$ cat config.mk
export PLATFORM = sky130hd
export DESIGN_NAME = http_chunked_body_decoder
export DESIGN_NICKNAME = d
export VERILOG_FILES = /design/src/rtl/core/chbd_pkg.sv /design/src/rtl/core/http_chunked_body_decoder.sv /design/src/rtl/core/chbd_core.sv
export SDC_FILE = /design/constraint.sdc
export NUM_CORES = 1
export LEC_CHECK = 0
export BUFFER_PORTS_ARGS = -buffer_cell sky130_fd_sc_hd__buf_2
export CAP_MARGIN = 20
export CELL_PAD_IN_SITES_DETAIL_PLACEMENT = 2
export CELL_PAD_IN_SITES_GLOBAL_PLACEMENT = 2
export CORE_AREA = 2 2 169 171
export DETAILED_ROUTE_END_ITERATION = 8
export DIE_AREA = 0 0 171 173
export PLACE_DENSITY_LB_ADDON = 0.1
export SYNTH_ARGS = -nofsm -noshare
export SYNTH_HDL_FRONTEND = slang
export SYNTH_SLANG_ARGS = --single-unit
$ cat constraint.sdc
create_clock -name i_clk -period 12.1 [get_ports i_clk]
set_clock_uncertainty 0.2 [all_clocks]
set_input_delay 1.815 -clock i_clk [delete_from_list [all_inputs] [get_ports i_clk]]
set_output_delay 1.815 -clock i_clk [all_outputs]
set_load 0.005 [all_outputs]
$ cat src/rtl/core/chbd_pkg.sv
// Shared types, codes and helpers for the chunked body decoder.
package chbd_pkg;

    localparam int unsigned LINE_BUFFER_BYTES_DEF = 32;
    localparam int unsigned BODY_LIMIT_DEF        = 32 * 1024 * 1024;

    localparam int unsigned BODY_W  = 26;
    localparam int unsigned LINE_W  = 5;
    localparam int unsigned SIZE_W  = 28;
    localparam int unsigned KIND_W  = 3;
    localparam int unsigned BYTE_W  = 8;
    localparam int unsigned CFG_IDX_W = 1;

    localparam logic [BODY_W-1:0] MAX_BODY_RST = BODY_W'(BODY_LIMIT_DEF);
    localparam logic [LINE_W-1:0] MAX_LINE_RST = LINE_W'(31);

    // configuration register indexes
    localparam logic [CFG_IDX_W-1:0] REG_MAX_BODY = 1'd0;
    localparam logic [CFG_IDX_W-1:0] REG_MAX_LINE = 1'd1;

    // decoder phases
    localparam logic [1:0] PH_SIZE = 2'd0;
    localparam logic [1:0] PH_DATA = 2'd1;
    localparam logic [1:0] PH_TAIL = 2'd2;
    localparam logic [1:0] PH_END  = 2'd3;

    // result kinds
    localparam logic [KIND_W-1:0] K_FRAMING   = 3'd0;
    localparam logic [KIND_W-1:0] K_PAYLOAD   = 3'd1;
    localparam logic [KIND_W-1:0] K_COMPLETE  = 3'd2;
    localparam logic [KIND_W-1:0] K_LINE_LONG = 3'd3;
    localparam logic [KIND_W-1:0] K_TOO_LARGE = 3'd4;
    localparam logic [KIND_W-1:0] K_IGNORED   = 3'd5;

    // request types
    localparam logic REQ_BYTE  = 1'b0;
    localparam logic REQ_START = 1'b1;

    localparam logic [BYTE_W-1:0] CH_LF = 8'h0A;

    localparam logic [SIZE_W-1:0] SIZE_SAT   = {SIZE_W{1'b1}};
    localparam logic [SIZE_W-1:0] SIZE_SHIFT_MAX = SIZE_SAT >> 4;

    typedef struct packed {
        logic [KIND_W-1:0] kind;
        logic [BYTE_W-1:0] payload;
        logic              final_flag;
        logic [BODY_W-1:0] count;
    } t_result;

    typedef struct packed {
        logic       is_hex;
        logic [3:0] value;
    } t_hex;

    function automatic t_hex hex_decode(input logic [BYTE_W-1:0] b);
        t_hex h;
        h.is_hex = 1'b1;
        h.value  = 4'd0;
        if (b >= 8'h30 && b <= 8'h39) begin
            h.value = 4'(b - 8'h30);
        end else if (b >= 8'h61 && b <= 8'h66) begin
            h.value = 4'(b - 8'h57);
        end else if (b >= 8'h41 && b <= 8'h46) begin
            h.value = 4'(b - 8'h37);
        end else begin
            h.is_hex = 1'b0;
        end
        return h;
    endfunction

endpackage

$ cat src/rtl/core/http_chunked_body_decoder.sv
// Top level of the HTTP chunked body decoder with output register and skid stage.
// An accepted request's result is registered in the output register or, while
// the output stalls, in the single skid entry, which lets one more request in.
// Throughput: one request per cycle while the skid entry is free; the single-pass
// decode logic between the decoder state and the output register sets that figure.
// Reset (synchronous, active low) clears decoder state, restores the config
// registers to their defaults and empties the output and skid stages.
module http_chunked_body_decoder #(
    parameter int unsigned LINE_BUFFER_BYTES = chbd_pkg::LINE_BUFFER_BYTES_DEF,
    parameter int unsigned BODY_LIMIT        = chbd_pkg::BODY_LIMIT_DEF
) (
    input  logic                            i_clk,
    input  logic                            i_rst_n,
    // config write port
    input  logic                            i_cfg_we,
    input  logic [chbd_pkg::CFG_IDX_W-1:0]  i_cfg_idx,
    input  logic [chbd_pkg::BODY_W-1:0]     i_cfg_data,
    // request channel
    input  logic                            i_valid,
    output logic                            o_ready,
    input  logic                            i_req_type,
    input  logic [chbd_pkg::BYTE_W-1:0]     i_data_byte,
    // result channel
    output logic                            o_valid,
    input  logic                            i_ready,
    output logic [chbd_pkg::KIND_W-1:0]     o_out_kind,
    output logic [chbd_pkg::BYTE_W-1:0]     o_payload_byte,
    output logic                            o_body_final,
    output logic [chbd_pkg::BODY_W-1:0]     o_body_count
);

    logic              accept;
    logic              take;
    chbd_pkg::t_result core_res;

    logic              r_out_valid;
    logic              r_skid_valid;
    chbd_pkg::t_result r_out;
    chbd_pkg::t_result r_skid;

    // a request is taken whenever the skid entry is free
    assign o_ready = !r_skid_valid;
    assign accept  = i_valid && o_ready;
    assign take    = r_out_valid && i_ready;

    chbd_core #(
        .LINE_BUFFER_BYTES (LINE_BUFFER_BYTES),
        .BODY_LIMIT        (BODY_LIMIT)
    ) u_core (
        .i_clk       (i_clk),
        .i_rst_n     (i_rst_n),
        .i_cfg_we    (i_cfg_we),
        .i_cfg_idx   (i_cfg_idx),
        .i_cfg_data  (i_cfg_data),
        .i_accept    (accept),
        .i_req_type  (i_req_type),
        .i_data_byte (i_data_byte),
        .o_result    (core_res)
    );

    // output register: refills from skid first to keep order, else from the core
    always_ff @(posedge i_clk) begin
        if (!i_rst_n) begin
            r_out_valid  <= 1'b0;
            r_skid_valid <= 1'b0;
        end else begin
            if (take || !r_out_valid) begin
                r_out_valid  <= r_skid_valid || accept;
                r_skid_valid <= 1'b0;
            end else if (accept) begin
                r_skid_valid <= 1'b1;
            end
        end
    end

    always_ff @(posedge i_clk) begin
        if (take || !r_out_valid) begin
            r_out <= r_skid_valid ? r_skid : core_res;
        end
        if (accept && r_out_valid && !take) begin
            r_skid <= core_res;
        end
    end

    assign o_valid        = r_out_valid;
    assign o_out_kind     = r_out.kind;
    assign o_payload_byte = r_out.payload;
    assign o_body_final   = r_out.final_flag;
    assign o_body_count   = r_out.count;

endmodule

$ cat src/rtl/core/chbd_core.sv
// Decoder state, configuration registers and per-byte next-state logic.
module chbd_core #(
    parameter int unsigned LINE_BUFFER_BYTES = chbd_pkg::LINE_BUFFER_BYTES_DEF,
    parameter int unsigned BODY_LIMIT        = chbd_pkg::BODY_LIMIT_DEF
) (
    input  logic                            i_clk,
    input  logic                            i_rst_n,
    input  logic                            i_cfg_we,
    input  logic [chbd_pkg::CFG_IDX_W-1:0]  i_cfg_idx,
    input  logic [chbd_pkg::BODY_W-1:0]     i_cfg_data,
    input  logic                            i_accept,
    input  logic                            i_req_type,
    input  logic [chbd_pkg::BYTE_W-1:0]     i_data_byte,
    output chbd_pkg::t_result               o_result
);

    localparam int unsigned LCAP_W = $clog2(LINE_BUFFER_BYTES);
    localparam int unsigned LW     = (LCAP_W > chbd_pkg::LINE_W) ? LCAP_W : chbd_pkg::LINE_W;
    localparam int unsigned BCAP_W = $clog2(BODY_LIMIT + 1);
    localparam int unsigned BW     = (BCAP_W > chbd_pkg::BODY_W) ? BCAP_W : chbd_pkg::BODY_W;
    localparam logic [LW-1:0] LINE_CAP  = LW'(LINE_BUFFER_BYTES - 1);
    localparam logic [BW-1:0] BODY_CEIL = BW'(BODY_LIMIT);

    logic [chbd_pkg::BODY_W-1:0] r_max_body;
    logic [chbd_pkg::LINE_W-1:0] r_max_line;

    logic [1:0]                  r_phase,      n_phase;
    logic [chbd_pkg::SIZE_W-1:0] r_size_accum, n_size_accum;
    logic                        r_digits_end, n_digits_end;
    logic [chbd_pkg::LINE_W-1:0] r_line_count, n_line_count;
    logic [chbd_pkg::SIZE_W-1:0] r_chunk_rem,  n_chunk_rem;
    logic [chbd_pkg::BODY_W-1:0] r_total,      n_total;

    logic [LW-1:0]     line_lim;
    logic [BW-1:0]     body_lim;
    logic [LW-1:0]     line_reg_ext;
    logic [BW-1:0]     body_reg_ext;
    chbd_pkg::t_hex    hex;
    logic [chbd_pkg::SIZE_W-1:0] chunk_dec;

    assign line_reg_ext = LW'(r_max_line);
    assign body_reg_ext = BW'(r_max_body);
    assign line_lim = (line_reg_ext < LINE_CAP) ? line_reg_ext : LINE_CAP;
    assign body_lim = (body_reg_ext < BODY_CEIL) ? body_reg_ext : BODY_CEIL;
    assign hex = chbd_pkg::hex_decode(i_data_byte);
    assign chunk_dec = (r_chunk_rem != '0) ? r_chunk_rem - 1'b1 : r_chunk_rem;

    always_comb begin
        n_phase      = r_phase;
        n_size_accum = r_size_accum;
        n_digits_end = r_digits_end;
        n_line_count = r_line_count;
        n_chunk_rem  = r_chunk_rem;
        n_total      = r_total;
        o_result.kind       = chbd_pkg::K_FRAMING;
        o_result.payload    = '0;
        o_result.final_flag = 1'b0;

        if (i_req_type == chbd_pkg::REQ_START) begin
            n_phase      = chbd_pkg::PH_SIZE;
            n_size_accum = '0;
            n_digits_end = 1'b0;
            n_line_count = '0;
            n_chunk_rem  = '0;
            n_total      = '0;
        end else begin
            unique case (r_phase)
                chbd_pkg::PH_SIZE: begin
                    if (LW'(r_line_count) >= line_lim) begin
                        n_phase             = chbd_pkg::PH_END;
                        o_result.kind       = chbd_pkg::K_LINE_LONG;
                        o_result.final_flag = 1'b1;
                    end else if (i_data_byte == chbd_pkg::CH_LF) begin
                        n_size_accum = '0;
                        n_digits_end = 1'b0;
                        n_line_count = '0;
                        if (r_size_accum == '0) begin
                            n_phase             = chbd_pkg::PH_END;
                            o_result.kind       = chbd_pkg::K_COMPLETE;
                            o_result.final_flag = 1'b1;
                        end else begin
                            n_chunk_rem = r_size_accum;
                            n_phase     = chbd_pkg::PH_DATA;
                        end
                    end else begin
                        n_line_count = r_line_count + 1'b1;
                        if (!r_digits_end && hex.is_hex) begin
                            // saturate instead of wrapping on oversize values
                            if (r_size_accum > chbd_pkg::SIZE_SHIFT_MAX) begin
                                n_size_accum = chbd_pkg::SIZE_SAT;
                            end else begin
                                n_size_accum = {r_size_accum[chbd_pkg::SIZE_W-5:0], hex.value};
                            end
                        end else begin
                            n_digits_end = 1'b1;
                        end
                    end
                end
                chbd_pkg::PH_DATA: begin
                    if (BW'(r_total) >= body_lim) begin
                        n_phase             = chbd_pkg::PH_END;
                        o_result.kind       = chbd_pkg::K_TOO_LARGE;
                        o_result.final_flag = 1'b1;
                    end else begin
                        n_total          = r_total + 1'b1;
                        n_chunk_rem      = chunk_dec;
                        o_result.kind    = chbd_pkg::K_PAYLOAD;
                        o_result.payload = i_data_byte;
                        if (chunk_dec == '0) begin
                            n_phase = chbd_pkg::PH_TAIL;
                        end
                    end
                end
                chbd_pkg::PH_TAIL: begin
                    if (i_data_byte == chbd_pkg::CH_LF) begin
                        n_phase      = chbd_pkg::PH_SIZE;
                        n_size_accum = '0;
                        n_digits_end = 1'b0;
                        n_line_count = '0;
                    end
                end
                chbd_pkg::PH_END: begin
                    o_result.kind = chbd_pkg::K_IGNORED;
                end
            endcase
        end
        o_result.count = n_total;
    end

    always_ff @(posedge i_clk) begin
        if (!i_rst_n) begin
            r_max_body   <= chbd_pkg::MAX_BODY_RST;
            r_max_line   <= chbd_pkg::MAX_LINE_RST;
            r_phase      <= chbd_pkg::PH_SIZE;
            r_size_accum <= '0;
            r_digits_end <= 1'b0;
            r_line_count <= '0;
            r_chunk_rem  <= '0;
            r_total      <= '0;
        end else begin
            if (i_cfg_we) begin
                if (i_cfg_idx == chbd_pkg::REG_MAX_BODY) begin
                    r_max_body <= i_cfg_data;
                end else if (i_cfg_idx == chbd_pkg::REG_MAX_LINE) begin
                    r_max_line <= i_cfg_data[chbd_pkg::LINE_W-1:0];
                end
            end
            if (i_accept) begin
                r_phase      <= n_phase;
                r_size_accum <= n_size_accum;
                r_digits_end <= n_digits_end;
                r_line_count <= n_line_count;
                r_chunk_rem  <= n_chunk_rem;
                r_total      <= n_total;
            end
        end
    end

endmodule
After elaboration in Yosys (flattened, before gate mapping)
Cells that the tools add are included.

cells by class
  add/subtract/negate cells = 6
  order comparisons = 11
  equal/unequal tests = 13
  muxes and demuxes = 58
  bitwise operators = 2
  reduce and logical (&&, ||, !) cells = 29

operators with widths
  cell                                                               count
  two-way mux 28 bit                                                 12
  case mux 28 bit (2 select lines)                                   2
  two-way mux 26 bit                                                 4
  logical NOT 28 bit                                                 2
  two-way mux 38 bit                                                 1
  greater-than comparator 28 x 24 -> 1 bit, second input constant    1
  nonzero test 28 bit                                                1
  subtractor 28 x 1 -> 28 bit, second input constant                 1
  adder 26 x 1 -> 26 bit, second input constant                      1
  greater-or-equal comparator 26 bit                                 1
  < comparator 26 bit, second input constant                         1
  two-way mux 5 bit                                                  5
  greater-or-equal comparator 8 x 7 -> 1 bit, second input constant  2
  <= comparator 8 x 7 -> 1 bit, second input constant                2
  two-way mux 2 bit                                                  8
  two-way mux 8 bit                                                  2
  AND reduction 5 bit                                                3
  two-way mux 1 bit                                                  12
  two-way mux 12 bit                                                 1
  two-way mux 4 bit                                                  3
  inequality test 4 x 2 -> 1 bit, second input constant              3
  case mux 5 bit (2 select lines)                                    1
  two-way mux 3 bit                                                  3
  inequality test 3 bit, second input constant                       3
  26 further kinds                                                   44

word-level totals
  flip-flop bits (word level) = 199
  input port bits = 41
  output and inout bits = 40
  word-level logic and storage cells = 137

Depth between registers and ports, before layout
Gate-level depths: netlist of the first run.

  depth after elaboration = 11
  gate-level depth with buffers = 14
  gate-level depth less buffers = 11

Hierarchy
A second synthesis of the first run with hierarchy kept.

unflattened totals
  cell total of the unflattened synthesis = 1,160
  area, all modules = 10,916.7 sq um

by module, submodules not included
  module                     instances  cells an instance  area each (sq um)  seq. area each (sq um)
  chbd_core                  1          1,032              7,890.1            2,422.3
  http_chunked_body_decoder  1          128                3,026.7            2,322.2

Worst setup path after synthesis of the first run
No wires, ideal clock.

  path kind = input to register
  start point = input port i_ready
  end point = register r_skid[0] (netlist name) (enable)
  data arrival time = 4.526 ns
  path slack = 6.940 ns
  stages = 2
  path buffers = 0
  cell sequence = nand2b_1 nor2_1

on the way
  cells in the longest elaborated chain, start to end = 3

ends and longest elaborated chain
  what                    line                             RTL
  start: declaration      http_chunked_body_decoder.sv:25  input logic i_ready,
  logical AND 1 bit       http_chunked_body_decoder.sv:44  assign take = r_out_valid && i_ready;
  logical NOT 1 bit       http_chunked_body_decoder.sv:80  if (accept && r_out_valid && !take) begin
  logical AND 1 bit       http_chunked_body_decoder.sv:80
  end signal: assignment  http_chunked_body_decoder.sv:81  r_skid <= core_res;
  end: declaration        http_chunked_body_decoder.sv:39  chbd_pkg::t_result r_skid;

No other way between the ends.
A chain may end at the register's enable or synchronous reset.

Worst setup path in the final report of the first run
  start point = register u_core.r_max_body (netlist bit u_core.body_reg_ext[25])
  end point = register r_out (netlist bit o_body_count[1]) (data pin)

on the way
  cells in the longest elaborated chain, start to end = 7

ends and longest elaborated chain
  what                                  line                             RTL
  start: declaration                    chbd_core.sv:24                  logic [chbd_pkg::BODY_W-1:0] r_max_body;
  start signal: assignment              chbd_core.sv:132                 r_max_body <= chbd_pkg::MAX_BODY_RST;
  start signal: assignment              chbd_core.sv:143                 r_max_body <= i_cfg_data;
  < comparator 26 bit                   chbd_core.sv:44                  assign body_lim = (body_reg_ext < BODY_CEIL) ? body_reg_ext : BODY_CEIL;
  two-way mux 26 bit *                  chbd_core.sv:44
  greater-or-equal comparator 26 bit *  chbd_core.sv:100                 if (BW'(r_total) >= body_lim) begin
  two-way mux 26 bit *                  chbd_core.sv:100
  two-way mux 26 bit *                  chbd_core.sv:67                  unique case (r_phase)
  two-way mux 26 bit *                  chbd_core.sv:59                  if (i_req_type == chbd_pkg::REQ_START) begin
  two-way mux 38 bit *                  http_chunked_body_decoder.sv:78  r_out <= r_skid_valid ? r_skid : core_res;
  end signal: assignment                http_chunked_body_decoder.sv:78
  end: declaration                      http_chunked_body_decoder.sv:38  chbd_pkg::t_result r_out;

Mark *: on every way between the ends. The rest lies on a longest branch, timed or not.

==> results of run 1 <==
worst register-to-register path, delay by kind of cell, from the launching register on:
kind / cells / cell delay, ps
DFF: 1 / 340
AOI/OAI and AO/OA: 4 / 1190
muxes: 1 / 430
buffers and inverters: 1 / 590
adders and majority gates: 1 / 290
and+or+nand+nor: 4 / 1220
sequential cells by signal (all words and copies together), names as in the netlist:
| name | flops |
|---|---|
| o_body_count | 26 |
| o_payload_byte | 8 |
| r_skid | 38 |
| u_core.r_chunk_rem | 28 |
| u_core.r_total | 26 |
| u_core.r_digits_end | 1 |
| r_skid_valid | 1 |
| u_core.r_size_accum | 28 |
| o_body_final | 1 |
| u_core.body_reg_ext | 26 |
| u_core.r_phase | 2 |
| o_valid | 1 |
| u_core.line_reg_ext | 5 |
| o_out_kind | 3 |
| u_core.r_line_count | 5 |
power by group:
group / switching [mW] / total (mW) / internal [mW]
Sequential: 0.00934 / 0.721 / 0.712
Clock: 0.311 / 0.613 / 0.302
Combinational: 0.141 / 0.209 / 0.0680
Total: 0.461 / 1.54 / 1.08
kinds of logic after synthesis:
family                   count (synthesis)  synth area share
AO/OA/AOI/OAI                          262             0.161
XOR/XNOR                                54            0.0444
adder cells (fa/ha/maj)                 43            0.0505
buffers and inverters                  107            0.0392
flip-flops                             199             0.445
multiplexers                            22            0.0221
AND/OR/NAND/NOR                        524             0.237
metrics by stage:
step / power [mW] / setup slack (ps) / cell area (um^2) / instances / hold WS (ps)
4_1_cts: 1.55 / 7570 / 11900 / 1630 / 261
5_1_grt: 1.61 / 7160 / 12000 / 1633 / 284
3_5_place_dp: 0.943 / 7190 / 11300 / 1598 / 250
3_3_place_gp: 0.936 / 7310 / 11300 / 1598 / 244
2_1_floorplan: 0.874 / 6940 / 10700 / 1211 / 232
6_report: 1.54 / 7570 / 12000 / 1633 / 258
layout make-up:
| cell class | instances | share of cell area |
|---|---|---|
| Clock buffer | 18 | 0.0358 |
| Clock inverter | 14 | 0.0154 |
| Inverter | 25 | 0.00783 |
| Multi-Input combinational cell | 905 | 0.461 |
| Sequential cell | 199 | 0.396 |
| Tap cell | 378 | 0.0395 |
| Timing Repair Buffer | 94 | 0.0445 |
worst max-delay path by stage:
stage | end | cells after the start | slack, ps | start
2_1_floorplan | r_skid[0] | 2 | 6940 | i_ready
3_3_place_gp | u_core.r_size_accum[20] | 9 | 7310 | i_data_byte[3]
3_5_place_dp | u_core.r_size_accum[20] | 9 | 7190 | i_data_byte[3]
4_1_cts | o_body_count[1] | 11 | 7570 | u_core.body_reg_ext[25]
5_1_grt | o_body_count[18] | 11 | 7160 | u_core.body_reg_ext[25]
6_report | o_body_count[1] | 11 | 7570 | u_core.body_reg_ext[25]
cell usage after synthesis (all sizes together) (6+ instances only):
master | count | area (um^2)
and2 | 10 | 62.6
buf | 11 | 57.6
o21ai | 40 | 200
edfxtp | 76 | 2280
or4 | 11 | 86.3
nor4 | 24 | 156
nand2b | 10 | 62.6
inv | 24 | 90.1
xor2 | 26 | 228
a21oi | 88 | 440
dfxtp | 123 | 2460
nor2 | 132 | 495
and4 | 7 | 61.3
ha | 43 | 538
and3 | 9 | 56.3
a31oi | 7 | 43.8
mux2 | 12 | 135
clkbuf | 71 | 267
a21o | 7 | 52.6
o211ai | 17 | 128
nand2 | 170 | 638
o31ai | 45 | 348
a211oi | 6 | 45.0
nor3 | 55 | 280
xnor2 | 28 | 245
nand3 | 40 | 200
nand4 | 23 | 150
a41oi | 7 | 61.3
or3 | 11 | 73.8
mux2i | 10 | 100
per-layer routing:
metal / GRT usage / part of all wire / wire, um
met1: 0.345 / 0.49 / 17400
met2: 0.388 / 0.46 / 16200
met3: 0.0282 / 0.030 / 1040
met4: 0.0547 / 0.014 / 482
met5: 0 / 0 / 0
==> reports/qor.txt, run 1 <==
Run status = complete, no violations
Final core occ = 0.434
CP delay by family, top = simple AND/OR/NAND/NOR gates
Main synth FF type = dfxtp_1
Worst setup path category = flop to flop
EDFF count, synth = 76
Largest net degree at the start of global routing = 64
Hold-fix buffers, CTS = 0
Via density = 5.69
Fin crit share = 0.374
Fin. max-slew vios = 0
Total wire length = 35.1 mm
Synth async-reset ratio = 0
I/O Buffers = 80
Clock sinks = 199
NumNets Final = 1326
Placer Congestion = 0.796
Die width = 171 um
Post-synth cell types = 78
Synthesis-to-layout area growth = 12.5%
P_leak = 4.45 nW
DRT iter0 DRCs = 660
Post-synthesis sequential area ratio = 0.445
MaxCap Viol Count = 0
H-Tree Depth = 4
Syn nets = 1295
Final Hold Fails = 0
Hold_sp = u_core.body_reg_ext[11]
Post-route antenna net violation count = 0
Worst min path class = flop to flop
Cells after Synth = 1211
Crit. End Element = flop
Die area = 0.0296 mm^2
Critical Path Max Stage Delay = 620 ps
PwrDens = 129 mW/mm^2
Most frequent cells in the layout = 170 x nand2_1, 131 x nor2_1, 123 x dfxtp_1
Flops & latches, synth = 199
Row Count = 61
Post-CTS sizing = 0
Reg-to-reg endpoint = o_body_count[1]
Commonest non-fill, non-tap cell in the layout = nand2_1
Total GRT Usage = 0.241
Measured slew at the worst slew-check pin = 988 ps
Residual DRC = 0
Hold EP = u_core.body_reg_ext[11]
Post-DP HPWL = 24.5 mm
Cell Area, Synth = 0.0107 mm^2
Post-DR wirelength/cell = 21.5 um
Max Buffers Root-to-Sink = 2
Layout cell share with drive strength beyond 1 = 0.129
FF/Latch Area = 0.00474 mm^2
Pre-Repair DR Iteration Count = 4
CP cell instances = clkinv_1 > nand2_1 > ha_1 > nand4_1 > nor3_1 > a221oi_1 > o21ai_0 > o21a_1 > nor2_1 > mux2i_1 > o21ai_0
Reg2Reg Depth = 11
Initial Utilization = 0.386
Grt total ovfl = 0
Ant diodes = 0
Initial antenna violation count = 0
WP buf/inv = 1
RSZ-0062 raised after global routing = no
Hold depth = 2
Worst-skew pair later-pin latency = 450 ps
Fin crit period = 4530 ps
Critical Path Source Type = flop
Top-level port count = 81
Setup violators final = 0
Filler cells = 3078
Syn Area/Cell = 8.80 um^2
Setup Buffers After CTS = 0
Maximum clock rate = 221 MHz
Clock Pin Slew Worst Setup and Hold Paths = 80 ps
Core Area = 0.0276 mm^2
R2R Setup Slk = 7570 ps
Multi-input gate area = 0.00552 mm^2
Vias in the first global route = 9792
Crit Path Max Fanout = 26
CP most frequent cell = o21ai_0
Setup TNS = 0 ps
Max IR drop VDD = 0.0672 mV
Global-route wire length before repair = 55.9 mm
Crit path max-delay cell type = nor2_1
Worst R2R Start = u_core.body_reg_ext[25]
Arr. time, crit path = 4500 ps
Number of synthesis warnings = 0
CTS tree = done
Slew HR = 0.341
Via count = 9293
Vert. Die Dim = 173 um
Total CTS buffers = 17
Root buffer cell = clkbuf_16
WP data required = 12070 ps
Power figures use the tool's default switching activity.
==> run 2, diff against run 1 <==
--- a/config.mk
+++ b/config.mk
@@ -9,9 +9,9 @@
 export CAP_MARGIN = 20
 export CELL_PAD_IN_SITES_DETAIL_PLACEMENT = 2
 export CELL_PAD_IN_SITES_GLOBAL_PLACEMENT = 2
-export CORE_AREA = 2 2 169 171
+export CORE_AREA = 2 2 181 183
 export DETAILED_ROUTE_END_ITERATION = 8
-export DIE_AREA = 0 0 171 173
+export DIE_AREA = 0 0 183 185
 export PLACE_DENSITY_LB_ADDON = 0.1
 export SYNTH_ARGS = -nofsm -noshare
 export SYNTH_HDL_FRONTEND = slang
==> constraint.sdc (replaced) <==
create_clock -name i_clk -period 4.14 [get_ports i_clk]
set_clock_uncertainty 0.2 [all_clocks]
set_input_delay 0.621 -clock i_clk [delete_from_list [all_inputs] [get_ports i_clk]]
set_output_delay 0.621 -clock i_clk [all_outputs]
set_load 0.005 [all_outputs]
==> reports/qor.txt, run 2 (synthesis gave the netlist of run 1 again) <==
H-Tree Depth = 4 (unchanged)
NumNets Final = 1344 (+1.4%)
MaxCap Viol Count = 0 (unchanged)
Via count = 9385 (+0.99%)
Max Buffers Root-to-Sink = 2 (unchanged)
Crit. End Element = flop
Most frequent cells in the layout = 170 x nand2_1, 131 x nor2_1, 123 x dfxtp_1
Post-DR wirelength/cell = 21.0 um (-2.4%)
Layout cell share with drive strength beyond 1 = 0.141 (+0.0123)
Worst setup path category = flop to flop
Post-CTS sizing = 0 (unchanged)
Crit path max-delay cell type = nor4_1
Ant diodes = 0 (unchanged)
Max reg flops = 38 (unchanged)
Total wire length = 35.2 mm (+0.45%)
Core Area = 0.0320 mm^2 (+16%)
Met1 GRT Util = 0.303 (-0.0424)
Fin. max-slew vios = 0 (unchanged)
Crit Path Max Fanout = 17 (-35%)
WP data required = 4130 ps (-7940 ps)
P_leak = 4.54 nW (+1.8%)
Final core occ = 0.379 (-0.0548)
Final non-filler cell area = 0.0121 mm^2 (+1.3%)
GRT busiest layer = met2
Critical Path Max Stage Delay = 530 ps (-90 ps)
Row Count = 66 (+8.2%)
Initial antenna violation count = 0 (unchanged)
CP cell instances = clkinv_1 > buf_4 > nand2_1 > ha_1 > a21o_1 > a21o_1 > a221oi_1 > o21ai_0 > o21a_1 > buf_4 > nor4_1 > xnor2_1 > o31ai_1
Maximum clock rate = 269 MHz (+22%)
Clock Pin Slew Worst Setup and Hold Paths = 70 ps (about the same)
Global-route wire length before repair = 56.4 mm (+1.0%)
Post-DP HPWL = 25.5 mm (+4.2%)
Final Hold Fails = 0 (unchanged)
Vias in the first global route = 9661 (-1.3%)
Clock sinks = 199 (unchanged)
PwrDens = 373 mW/mm^2 (+190%)
Reg with most FFs = r_skid
CTS tree = done
Hold-fix buffers, CTS = 0 (unchanged)
Via density = 5.58 (-1.9%)
Critical Path Source Type = flop
Setup Buffers After CTS = 0 (unchanged)
Die width = 183 um (+7.0%)
Run status = complete, no violations
Fin crit share = 0.898 (+0.524)
Placed Instance Area = 0.0115 mm^2 (+1.8%)
Root buffer cell = clkbuf_16
Measured slew at the worst slew-check pin = 1010 ps (+23.7 ps)
RSZ-0062 raised after global routing = no
Synthesis-to-layout area growth = 14.0%
PnR worst setup slack = 421 ps (-7150 ps)
Largest regs = r_skid: 38 flops, u_core.r_chunk_rem: 28 flops, u_core.r_size_accum: 28 flops
Total GRT Usage = 0.214 (-0.0266)
Arr. time, crit path = 3710 ps (-790 ps)
Commonest non-fill, non-tap cell in the layout = nand2_1
Residual DRC = 0 (unchanged)
Top-level port count = 81 (unchanged)
GR Util met2 = 0.343 (-0.0446)
I/O Buffers = 80 (unchanged)
Setup TNS = 0 ps (unchanged)
Largest net degree at the start of global routing = 57 (-11%)
Worst min path class = input port to flop
Vert. Die Dim = 185 um (+6.9%)
Pre-Repair DR Iteration Count = 4 (unchanged)
Initial Utilization = 0.332 (-0.0531)
Setup violators final = 0 (unchanged)
Final hold slack = 200 ps (-58.4 ps)
Grt total ovfl = 0 (unchanged)
Post-route antenna net violation count = 0 (unchanged)
Max IR drop VDD = 0.284 mV (+320%)
DRT iter0 DRCs = 456 (-31%)
Total CTS buffers = 17 (unchanged)
Slew HR = 0.322 (-0.0188)
Die area = 0.0339 mm^2 (+14%)
Placer Congestion = 0.786 (-1.3%)
Fin crit period = 3720 ps (-809 ps)
M3 GR Usage = 0.0307 (+0.00252)
DP Worst Slack = 433 ps (-6760 ps)
Worst-skew pair later-pin latency = 470 ps (+20 ps)
-- run 2: where the power goes --
part | internal (mW) | switching [mW] | total [mW]
sequential | 2.08 | 0.0284 | 2.11
clock | 0.944 | 0.847 | 1.79
combinational | 0.214 | 0.409 | 0.623
total | 3.24 | 1.28 | 4.52
-- run 2: stage by stage --
step	total power, mW	std cells
after floorplan	2.55	1211
after global placement	2.77	1649
after detailed placement	2.78	1649
after CTS	4.58	1681
after global routing	4.73	1681
final	4.52	1681
-- run 2: final cells by class --
| type | count | area [um^2] |
|---|---|---|
| fillers | 3650 | 19900 |
| multi-input cells | 905 | 5520 |
| flip-flops and latches | 199 | 4740 |
| repair buffers | 112 | 653 |
| well taps | 408 | 510 |
| clock buffers | 18 | 450 |
| clock inverters | 14 | 164 |
| inverters | 25 | 93.8 |
-- run 2: worst paths after layout --
check	start	endpoint	slack, ps	cells after the start
min	i_cfg_data[15]	u_core.body_reg_ext[15]	200	3
min reg2reg	u_core.body_reg_ext[10]	u_core.body_reg_ext[10]	260	2
max reg2reg	u_core.body_reg_ext[25]	o_body_count[18]	420	13
max	u_core.body_reg_ext[25]	o_body_count[18]	420	13
-- run 2: metal layers --
| metal | wire [um] | vias up | part of all wire |
|---|---|---|---|
| met5 | 0 | - | 0 |
| met4 | 433 | 0 | 0.012 |
| met3 | 1070 | 24 | 0.030 |
| met2 | 16000 | 137 | 0.45 |
| met1 | 17800 | 4730 | 0.50 |
| li1 | - | 4494 | - |
-- run 2: worst max-delay path, delay by kind of cell, from the launching register on --
family                     cells  cell delay [ps]
and+or+nand+nor                2              630
buffers and inverters          3              640
adders and majority gates      1              200
DFF                            1              320
AOI/OAI and AO/OA              6             1230
xor gates and xnor gates       1              220
